===== src/rtl/esr_pkg.sv =====
`default_nettype none

package esr_pkg;

  // Signed coordinate width; covers every placement for displays up to 64 x 64.
  localparam int COORD_W    = 9;
  localparam int LEVEL_W    = 8;
  localparam int NUM_LEVELS = 4;
  localparam int ADDR_W     = 2;
  localparam int SHADE_N    = 20;

  // Register indexes on the configuration port.
  localparam logic [ADDR_W-1:0] REG_LEVEL_FULL   = 2'd0;
  localparam logic [ADDR_W-1:0] REG_LEVEL_DIM    = 2'd1;
  localparam logic [ADDR_W-1:0] REG_LEVEL_MID    = 2'd2;
  localparam logic [ADDR_W-1:0] REG_LEVEL_BRIGHT = 2'd3;

  // Register reset values.
  localparam logic [LEVEL_W-1:0] LEVEL_FULL_RST   = 8'd30;
  localparam logic [LEVEL_W-1:0] LEVEL_DIM_RST    = 8'd1;
  localparam logic [LEVEL_W-1:0] LEVEL_MID_RST    = 8'd9;
  localparam logic [LEVEL_W-1:0] LEVEL_BRIGHT_RST = 8'd22;

  typedef logic signed [COORD_W-1:0] coord_t;
  typedef logic [LEVEL_W-1:0] level_t;
  typedef level_t [NUM_LEVELS-1:0] level_bank_t;

  // One input item as it sits in the input register.
  typedef struct packed {
    logic [4:0]        eye_cols;
    logic [3:0]        eye_rows;
    logic signed [4:0] eye_offset_x;
    logic signed [4:0] eye_offset_y;
    logic [4:0]        iris_width;
    logic [3:0]        iris_height;
    logic signed [4:0] iris_offset_x;
    logic signed [4:0] iris_offset_y;
    logic [3:0]        pixel_x;
    logic [3:0]        pixel_y;
  } item_t;

  // Placed rectangles plus the size flags that gate blanking and shading.
  typedef struct packed {
    coord_t     top;
    coord_t     bottom;
    coord_t     left;
    coord_t     right;
    coord_t     itop;
    coord_t     ibot;
    coord_t     ileft;
    coord_t     iright;
    logic [3:0] pixel_x;
    logic [3:0] pixel_y;
    logic       on_display;
    logic       w_gt1;
    logic       w_gt2;
    logic       h_gt1;
    logic       h_gt2;
    logic       shade_on;
  } geom_t;

  // One shading pixel: position relative to an eye edge and its level register.
  typedef struct packed {
    logic              from_right;
    logic [1:0]        xoff;
    logic              from_bottom;
    logic [1:0]        yoff;
    logic [ADDR_W-1:0] lvl;
  } shade_entry_t;

  // Shading pixels in drawing order; a later entry overrides an earlier one.
  localparam shade_entry_t SHADE_TAB [0:SHADE_N-1] = '{
    '{1'b1, 2'd2, 1'b0, 2'd0, REG_LEVEL_DIM},
    '{1'b0, 2'd1, 1'b0, 2'd0, REG_LEVEL_DIM},
    '{1'b1, 2'd1, 1'b0, 2'd1, REG_LEVEL_DIM},
    '{1'b0, 2'd0, 1'b0, 2'd1, REG_LEVEL_DIM},
    '{1'b1, 2'd2, 1'b1, 2'd1, REG_LEVEL_DIM},
    '{1'b0, 2'd1, 1'b1, 2'd1, REG_LEVEL_DIM},
    '{1'b1, 2'd1, 1'b1, 2'd2, REG_LEVEL_DIM},
    '{1'b0, 2'd0, 1'b1, 2'd2, REG_LEVEL_DIM},
    '{1'b1, 2'd3, 1'b0, 2'd0, REG_LEVEL_MID},
    '{1'b0, 2'd2, 1'b0, 2'd0, REG_LEVEL_MID},
    '{1'b1, 2'd1, 1'b0, 2'd2, REG_LEVEL_MID},
    '{1'b0, 2'd0, 1'b0, 2'd2, REG_LEVEL_MID},
    '{1'b1, 2'd3, 1'b1, 2'd1, REG_LEVEL_MID},
    '{1'b0, 2'd2, 1'b1, 2'd1, REG_LEVEL_MID},
    '{1'b1, 2'd1, 1'b1, 2'd3, REG_LEVEL_MID},
    '{1'b0, 2'd0, 1'b1, 2'd3, REG_LEVEL_MID},
    '{1'b1, 2'd2, 1'b0, 2'd1, REG_LEVEL_BRIGHT},
    '{1'b0, 2'd1, 1'b0, 2'd1, REG_LEVEL_BRIGHT},
    '{1'b1, 2'd2, 1'b1, 2'd2, REG_LEVEL_BRIGHT},
    '{1'b0, 2'd1, 1'b1, 2'd2, REG_LEVEL_BRIGHT}
  };

  // Halves a doubled coordinate, rounding half away from zero.
  // A negative value rounds correctly with a plain arithmetic shift.
  function automatic coord_t round_half(coord_t v);
    coord_t t;
    t = v + (v[COORD_W-1] ? coord_t'(0) : coord_t'(1));
    return t >>> 1;
  endfunction

endpackage

`default_nettype wire


===== src/rtl/esr_geom.sv =====
`default_nettype none

module esr_geom
  import esr_pkg::*;
#(
  parameter int DISPLAY_WIDTH  = 16,
  parameter int DISPLAY_HEIGHT = 9
) (
  input  item_t item,
  output geom_t geom
);

  coord_t ew, eh, iw, ih;
  coord_t ox, oy, iox, ioy;
  coord_t top, left, itop0, ileft0, itop1, ileft1;
  coord_t bottom, right, itop, ileft;

  // Widen every field to a signed coordinate.
  assign ew  = coord_t'(item.eye_cols);
  assign eh  = coord_t'(item.eye_rows);
  assign iw  = coord_t'(item.iris_width);
  assign ih  = coord_t'(item.iris_height);
  assign ox  = coord_t'(item.eye_offset_x);
  assign oy  = coord_t'(item.eye_offset_y);
  assign iox = coord_t'(item.iris_offset_x);
  assign ioy = coord_t'(item.iris_offset_y);

  // Eye rectangle centered on the display, computed in half pixels.
  assign top    = round_half(coord_t'(DISPLAY_HEIGHT) - eh + (oy <<< 1));
  assign left   = round_half(coord_t'(DISPLAY_WIDTH) - ew + (ox <<< 1));
  assign bottom = top + eh;
  assign right  = left + ew;

  // Iris placement, then clamped inside the eye: lower bound first.
  assign itop0  = round_half(coord_t'(DISPLAY_HEIGHT) - ih + ((oy + ioy) <<< 1));
  assign ileft0 = round_half(coord_t'(DISPLAY_WIDTH) - iw + ((ox + iox) <<< 1));
  assign itop1  = (itop0 > top) ? itop0 : top;
  assign ileft1 = (ileft0 > left) ? ileft0 : left;
  assign itop   = (itop1 > bottom - ih) ? bottom - ih : itop1;
  assign ileft  = (ileft1 > right - iw) ? right - iw : ileft1;

  always_comb begin
    geom            = '0;
    geom.top        = top;
    geom.bottom     = bottom;
    geom.left       = left;
    geom.right      = right;
    geom.itop       = itop;
    geom.ileft      = ileft;
    geom.ibot       = (itop + ih > bottom) ? bottom : itop + ih;
    geom.iright     = (ileft + iw > right) ? right : ileft + iw;
    geom.pixel_x    = item.pixel_x;
    geom.pixel_y    = item.pixel_y;
    geom.on_display = (int'(item.pixel_x) < DISPLAY_WIDTH) &&
                      (int'(item.pixel_y) < DISPLAY_HEIGHT);
    geom.w_gt1      = item.eye_cols > 5'd1;
    geom.w_gt2      = item.eye_cols > 5'd2;
    geom.h_gt1      = item.eye_rows > 4'd1;
    geom.h_gt2      = item.eye_rows > 4'd2;
    geom.shade_on   = (item.eye_cols > 5'd4) && (item.eye_rows > 4'd4);
  end

endmodule

`default_nettype wire


===== src/rtl/esr_shade.sv =====
`default_nettype none

module esr_shade
  import esr_pkg::*;
(
  input  geom_t       geom,
  input  level_bank_t levels,
  output level_t      level
);

  coord_t            px, py;
  logic [ADDR_W-1:0] shade_sel;
  logic              shade_hit;

  assign px = coord_t'(geom.pixel_x);
  assign py = coord_t'(geom.pixel_y);

  // Last matching shading pixel wins, as it is drawn last.
  always_comb begin
    coord_t sx, sy;
    shade_sel = REG_LEVEL_DIM;
    shade_hit = 1'b0;
    sx        = '0;
    sy        = '0;
    for (int i = 0; i < SHADE_N; i++) begin
      sx = SHADE_TAB[i].from_right ? geom.right - coord_t'(SHADE_TAB[i].xoff)
                                   : geom.left + coord_t'(SHADE_TAB[i].xoff);
      sy = SHADE_TAB[i].from_bottom ? geom.bottom - coord_t'(SHADE_TAB[i].yoff)
                                    : geom.top + coord_t'(SHADE_TAB[i].yoff);
      if (sx == px && sy == py) begin
        shade_hit = 1'b1;
        shade_sel = SHADE_TAB[i].lvl;
      end
    end
  end

  // Layers in drawing order: eye body, corner blanking, shading, iris; a pixel off the display is dark.
  always_comb begin
    level = '0;
    if (px >= geom.left && px < geom.right && py >= geom.top && py < geom.bottom) begin
      level = levels[REG_LEVEL_FULL];
    end
    if (geom.h_gt2 && py == geom.top) begin
      if (geom.w_gt1 && px == geom.right - coord_t'(1)) level = '0;
      if (geom.w_gt2 && px == geom.left) level = '0;
    end
    if (geom.h_gt1 && py == geom.bottom - coord_t'(1)) begin
      if (geom.w_gt1 && px == geom.right - coord_t'(1)) level = '0;
      if (geom.w_gt2 && px == geom.left) level = '0;
    end
    if (geom.shade_on && shade_hit) begin
      level = levels[shade_sel];
    end
    if (px >= geom.ileft && px < geom.iright && py >= geom.itop && py < geom.ibot) begin
      level = '0;
    end
    if (!geom.on_display) begin
      level = '0;
    end
  end

endmodule

`default_nettype wire


===== src/rtl/eye_sprite_pixel_renderer.sv =====
`default_nettype none

// Eye sprite pixel renderer: returns the brightness of one LED of a
// DISPLAY_WIDTH x DISPLAY_HEIGHT matrix showing an eye with shaded edges and a
// blanked iris. Each item carries the eye and iris shape plus the queried
// pixel; the block keeps no state between items. It accepts one item every
// clock cycle while in_ready is high, passing it through an input register,
// a geometry register and the output register; a stalled output backs up
// that three-deep pipeline before in_ready drops. The four brightness levels
// (full, dim, mid, bright at indexes 0 to 3) are to be written through the
// cfg_ port while no item is in flight; the block does not enforce this.
module eye_sprite_pixel_renderer
  import esr_pkg::*;
#(
  parameter int DISPLAY_WIDTH  = 16,
  parameter int DISPLAY_HEIGHT = 9
) (
  input  wire logic              clk,
  input  wire logic              rst_n,
  input  wire logic              in_valid,
  output logic                   in_ready,
  input  wire logic [4:0]        in_eye_cols,
  input  wire logic [3:0]        in_eye_rows,
  input  wire logic signed [4:0] in_eye_offset_x,
  input  wire logic signed [4:0] in_eye_offset_y,
  input  wire logic [4:0]        in_iris_width,
  input  wire logic [3:0]        in_iris_height,
  input  wire logic signed [4:0] in_iris_offset_x,
  input  wire logic signed [4:0] in_iris_offset_y,
  input  wire logic [3:0]        in_pixel_x,
  input  wire logic [3:0]        in_pixel_y,
  output logic                   out_valid,
  input  wire logic              out_ready,
  output logic [7:0]             out_pixel_level,
  input  wire logic              cfg_wr_en,
  input  wire logic [ADDR_W-1:0] cfg_addr,
  input  wire logic [7:0]        cfg_wdata
);

  level_bank_t levels_r;
  item_t       item_r, item_nxt;
  geom_t       geom_r, geom_nxt;
  level_t      level_r, level_nxt;
  logic        s1_v_r, s1_v_nxt;
  logic        s2_v_r, s2_v_nxt;
  logic        out_v_r, out_v_nxt;
  logic        out_free, s2_ready, s1_ready;

  // Brightness registers.
  always_ff @(posedge clk) begin
    if (!rst_n) begin
      levels_r[REG_LEVEL_FULL]   <= LEVEL_FULL_RST;
      levels_r[REG_LEVEL_DIM]    <= LEVEL_DIM_RST;
      levels_r[REG_LEVEL_MID]    <= LEVEL_MID_RST;
      levels_r[REG_LEVEL_BRIGHT] <= LEVEL_BRIGHT_RST;
    end else if (cfg_wr_en) begin
      levels_r[cfg_addr] <= cfg_wdata;
    end
  end

  // Pipeline flow control: a stage takes new data when it is empty or draining.
  assign out_free = !out_v_r || out_ready;
  assign s2_ready = !s2_v_r || out_free;
  assign s1_ready = !s1_v_r || s2_ready;
  assign in_ready = s1_ready;

  assign s1_v_nxt  = s1_ready ? in_valid : s1_v_r;
  assign s2_v_nxt  = s2_ready ? s1_v_r : s2_v_r;
  assign out_v_nxt = out_free ? s2_v_r : out_v_r;

  always_ff @(posedge clk) begin
    if (!rst_n) begin
      s1_v_r  <= 1'b0;
      s2_v_r  <= 1'b0;
      out_v_r <= 1'b0;
    end else begin
      s1_v_r  <= s1_v_nxt;
      s2_v_r  <= s2_v_nxt;
      out_v_r <= out_v_nxt;
    end
  end

  // Input register.
  always_comb begin
    item_nxt               = item_r;
    if (in_valid && in_ready) begin
      item_nxt.eye_cols      = in_eye_cols;
      item_nxt.eye_rows      = in_eye_rows;
      item_nxt.eye_offset_x  = in_eye_offset_x;
      item_nxt.eye_offset_y  = in_eye_offset_y;
      item_nxt.iris_width    = in_iris_width;
      item_nxt.iris_height   = in_iris_height;
      item_nxt.iris_offset_x = in_iris_offset_x;
      item_nxt.iris_offset_y = in_iris_offset_y;
      item_nxt.pixel_x       = in_pixel_x;
      item_nxt.pixel_y       = in_pixel_y;
    end
  end

  always_ff @(posedge clk) begin
    item_r <= item_nxt;
  end

  // Rectangle placement and iris clamping.
  geom_t geom_c;

  esr_geom #(
    .DISPLAY_WIDTH (DISPLAY_WIDTH),
    .DISPLAY_HEIGHT(DISPLAY_HEIGHT)
  ) u_geom (
    .item(item_r),
    .geom(geom_c)
  );

  assign geom_nxt = (s1_v_r && s2_ready) ? geom_c : geom_r;

  always_ff @(posedge clk) begin
    geom_r <= geom_nxt;
  end

  // Pixel level selection into the output register.
  level_t level_c;

  esr_shade u_shade (
    .geom  (geom_r),
    .levels(levels_r),
    .level (level_c)
  );

  assign level_nxt = (s2_v_r && out_free) ? level_c : level_r;

  always_ff @(posedge clk) begin
    level_r <= level_nxt;
  end

  assign out_valid       = out_v_r;
  assign out_pixel_level = level_r;

  // An accepted item always lands in the input register.
  a_accept_fills_s1: assert property (@(posedge clk) disable iff (!rst_n)
    (in_valid && in_ready) |=> s1_v_r)
    else $error("accepted item did not reach the input register");

  // An empty input register never refuses an item.
  a_empty_s1_ready: assert property (@(posedge clk) disable iff (!rst_n)
    !s1_v_r |-> in_ready)
    else $error("input stage empty but not ready");

  // A pixel off the display is dark when it reaches the output.
  a_off_display_dark: assert property (@(posedge clk) disable iff (!rst_n)
    (s2_v_r && out_free && !geom_r.on_display) |=> (out_pixel_level == '0))
    else $error("pixel off the display is lit");

  // The clamped iris never reaches past the eye's bottom or right edge.
  a_iris_clamped: assert property (@(posedge clk) disable iff (!rst_n)
    s2_v_r |-> (geom_r.ibot <= geom_r.bottom && geom_r.iright <= geom_r.right))
    else $error("iris extends past the eye edge");

endmodule

`default_nettype wire

===== config.mk =====
export PLATFORM = sky130hd
export DESIGN_NAME = eye_sprite_pixel_renderer
export DESIGN_NICKNAME = d
export VERILOG_FILES = /design/src/rtl/esr_pkg.sv /design/src/rtl/esr_geom.sv /design/src/rtl/esr_shade.sv /design/src/rtl/eye_sprite_pixel_renderer.sv
export SDC_FILE = /design/constraint.sdc
export NUM_CORES = 1
export LEC_CHECK = 0
export BUFFER_PORTS_ARGS = -buffer_cell sky130_fd_sc_hd__buf_2
export CAP_MARGIN = 10
export CELL_PAD_IN_SITES_DETAIL_PLACEMENT = 0
export CELL_PAD_IN_SITES_GLOBAL_PLACEMENT = 2
export CORE_UTILIZATION = 40
export DETAILED_ROUTE_END_ITERATION = 8
export PLACE_DENSITY = 0.89
export SYNTH_ARGS = -nofsm -noshare
export SYNTH_HDL_FRONTEND = slang
export SYNTH_SLANG_ARGS = --single-unit

===== constraint.sdc =====
create_clock -name clk -period 11.5 [get_ports clk]
set_input_delay 1.15 -clock clk [delete_from_list [all_inputs] [get_ports clk]]
set_output_delay 1.15 -clock clk [all_outputs]
set_load 0.005 [all_outputs]

==> results.txt <==
- Number of flops mapped to enable cells by yosys: 138
- Num ports: 71
- Slew at the pin closest to its max-slew limit: 1100 ps
- Sum Neg Setup Slack: 0 ps
- The HPWL after detailed placement is 24500 µm.
* Global route total overflow: 0
- The initial antenna violation count was 0.
- In the routed design, unresolved DRC markers number 0.
- Layer with the highest usage after global routing: met2
- The first routing iteration left 604 violations.
- Data on the critical path is required at its endpoint by 11680 ps.
- For this run, the total global-route usage over all layers was measured as 19.0%.
- Sequential area share after synthesis: 36.2%
- For this design, the slowest cell found on the critical path is or4_1.
- Status: completed
- Crit path max fanout: 10
- Quantity of hold-fixing buffers added after cts: 0
- In the final layout, flip-flops and latches occupy 4840 µm².
- During placement, the flow inserted port buffers numbering 70.
- Number of maximum-capacitance constraint violations: 0
- Measured against its own limit, the worst slew margin works out to 26.4%.
- In the global route stage, met1 resource usage came out at 25.6%.
- Post-CTS timing repair inserted 0 buffers for setup.
* Cell seen most often among critical-path stages: ha_1
- Clock latency on the worst-skew pair, taken at its later pin, is 440 ps.
* Biggest cell delay along the critical path: 740 ps
* Total via count in the routed design: 9984
- The detail route stage leaves a number of antenna-violating nets equal to 0.
- Syn_nets: 1600
* Iteration count of the initial detailed-routing pass: 5
- Number of global-route vias before repair: 9772
- Counting distinct cell types in the post-synthesis netlist gives 85.
- Wire length of the first global-routing pass: 50500 µm
- Routed wire length: 31000 µm
- Top FF cell, synth: edfxtp_1
* Cell count after synthesis: 1367
- In this run the worst hold path is classified as reg2reg.
- Initial core utilization: 40.9%
- Final hold viol count: 0
- Number of nets at the end of the flow: 1668
* Clock tree from TritonCTS: yes
* Setup repair after global routing missed its margin: no
- The number of clock buffers added by TritonCTS is 17.
- Fraction of layout cells with a size suffix above 1: 11.7%
- Root buf cell: clkbuf_16
* Count of final max-slew check failures: 0
- The floorplan has 66 rows.
- Final count of negative-setup-slack endpoints: 0
- The repair_antennas step left the layout with diodes totalling 0.
- For this run, the number of Yosys warnings is 0.
- Met2 layer usage reported by global route: 31.7%
- Fill cells in the final layout number 3145.
- Clock skew on the completed layout was measured at 12.1 ps.
* Upper clock frequency limit: 94.6 MHz
- For this run, asynchronously set or reset flops after synthesis account for 0%.
- Chip Width: 185 µm
* Placer Congestion: 0.890
- Using the TritonRoute via totals, the vias-per-cell ratio works out to 5.28.
* Final hold slack: 418 ps
* Yosys reg bits: 173
- Clk sinks: 173
- Final Cycle Share: 91.9%
- Entering global routing, the biggest net connects 85 pins.
- Data arrival at the endpoint of the critical path: 10750 ps
- In the final layout, the multi-input gates occupy 7960 µm².
* Routed wire length per instance: 16.4 µm
- Counting I/O delays and the setup requirement, the final critical path takes 10570 ps.
* Area delta synth->final: 10.5%
* Chip Height: 185 µm
- Startpoint class of the critical path: flop
- The floorplan step defined a core boundary enclosing 32700 µm².
- Type of destination of the critical path: flop
- The clock tree synthesis step divided the H-tree into 4 levels.
- The critical path is of the reg2reg type.
- The clock passes through at most 2 buffers.
- Average size of a mapped cell: 9.79 µm²
* Overall die area: 34200 µm²
- Met3 track demand over resource: 2.50%
- Reg clk slew, reported paths: 70 ps
* Cell area after synthesis: 13400 µm²
- Post-CTS resize count: 0
## per-stage QoR
step	util [%]	setup slack (ps)	area (µm²)	instances
floorplan	-	2110	13400	1367
global placement	43.5	655	14200	1858
detailed placement	43.5	628	14200	1858
CTS	45.2	575	14800	1890
global route	45.2	17.3	14800	1890
finish	45.2	933	14800	1890
## flip-flops by register name, summed over array words and instances, names as in the netlist
name / flops
geom_r: 84
item_r: 46
levels_r: 32
out_pixel_level: 8
out_valid: 1
s1_v_r: 1
s2_v_r: 1
## worst max-delay path: cells and delay by family, from the launching register on
kind | cells | cell delay [ps]
xor+xnor | 2 | 470
flops | 1 | 480
compound gates | 18 | 3830
simple gates | 13 | 2440
buf+inv | 4 | 370
fa+ha+maj | 8 | 2370
mux | 1 | 350
## synth_stat cells (12+ instances only)
cell      count  area [µm²]
nor2_1       70         263
a31oi_1      16         100
nor3_1       36         180
clkbuf_1     22        82.6
edfxtp_1    138        4140
nand2_1     102         383
nor4_1       12        75.1
nand2b_1     22         138
nand4_1      18         113
fa_1         12         240
a21oi_1      62         310
inv_1       136         510
xnor2_1      60         526
mux2i_1      36         360
o21ai_0      61         305
ha_1        160        2000
mux2_2       20         225
nand3_1      31         155
or2_2        12        75.1
dfxtp_1      35         701
o21a_1       20         150
a21o_1       28         210
xor2_1       35         307
a21boi_0     20         150
nor2b_1      43         269
## layer usage
metal | vias to the layer above | part of all wire, %
li1 | 5078 | -
met1 | 4632 | 48
met2 | 236 | 46
met3 | 38 | 4.2
met4 | 0 | 1.8
met5 | - | 0
## logic make-up (layout without fill, tap and decap cells)
| kind of cell | Yosys count | in the layout | synth area share [%] |
|---|---|---|---|
| buf+inv | 164 | 245 | 4.63 |
| simple gates | 403 | 403 | 15.7 |
| fa+ha+maj | 175 | 175 | 17.0 |
| xor+xnor | 102 | 102 | 7.26 |
| mux | 57 | 57 | 4.49 |
| flops | 173 | 173 | 36.2 |
| compound gates | 293 | 293 | 14.7 |
## path summary, 6_finish.rpt
kind | cells past startpoint | to | slack [ps] | startpoint
setup / recovery | 46 | geom_r[16] | 930 | item_r[42]
hold / removal | 0 | geom_r[10] | 420 | item_r[4]
setup reg to reg | 46 | geom_r[16] | 930 | item_r[42]
hold reg to reg | 0 | geom_r[10] | 420 | item_r[4]
## layout make-up
type / instances / share of cell area, %
sequential: 173 / 32.8
timing repair buffer: 73 / 2.52
tap: 442 / 3.74
multi-input combinational: 1030 / 53.8
clock buffer: 20 / 2.95
clock inverter: 12 / 0.601
inverter: 140 / 3.56
## placed cells by master, fill, tap and decap left out, types with 28 or more instances in the layout
master,n
a21o_1,28
a21oi_1,62
buf_2,70
dfxtp_1,35
edfxtp_1,138
ha_1,160
inv_1,136
mux2i_1,36
nand2_1,102
nand3_1,31
nor2_1,69
nor2b_1,43
nor3_1,36
o21ai_0,61
xnor2_1,60
xor2_1,35
Power is left out: the tool's default activity adds up to more than one toggle a clock period on the data nets, which glitch-free logic cannot reach.
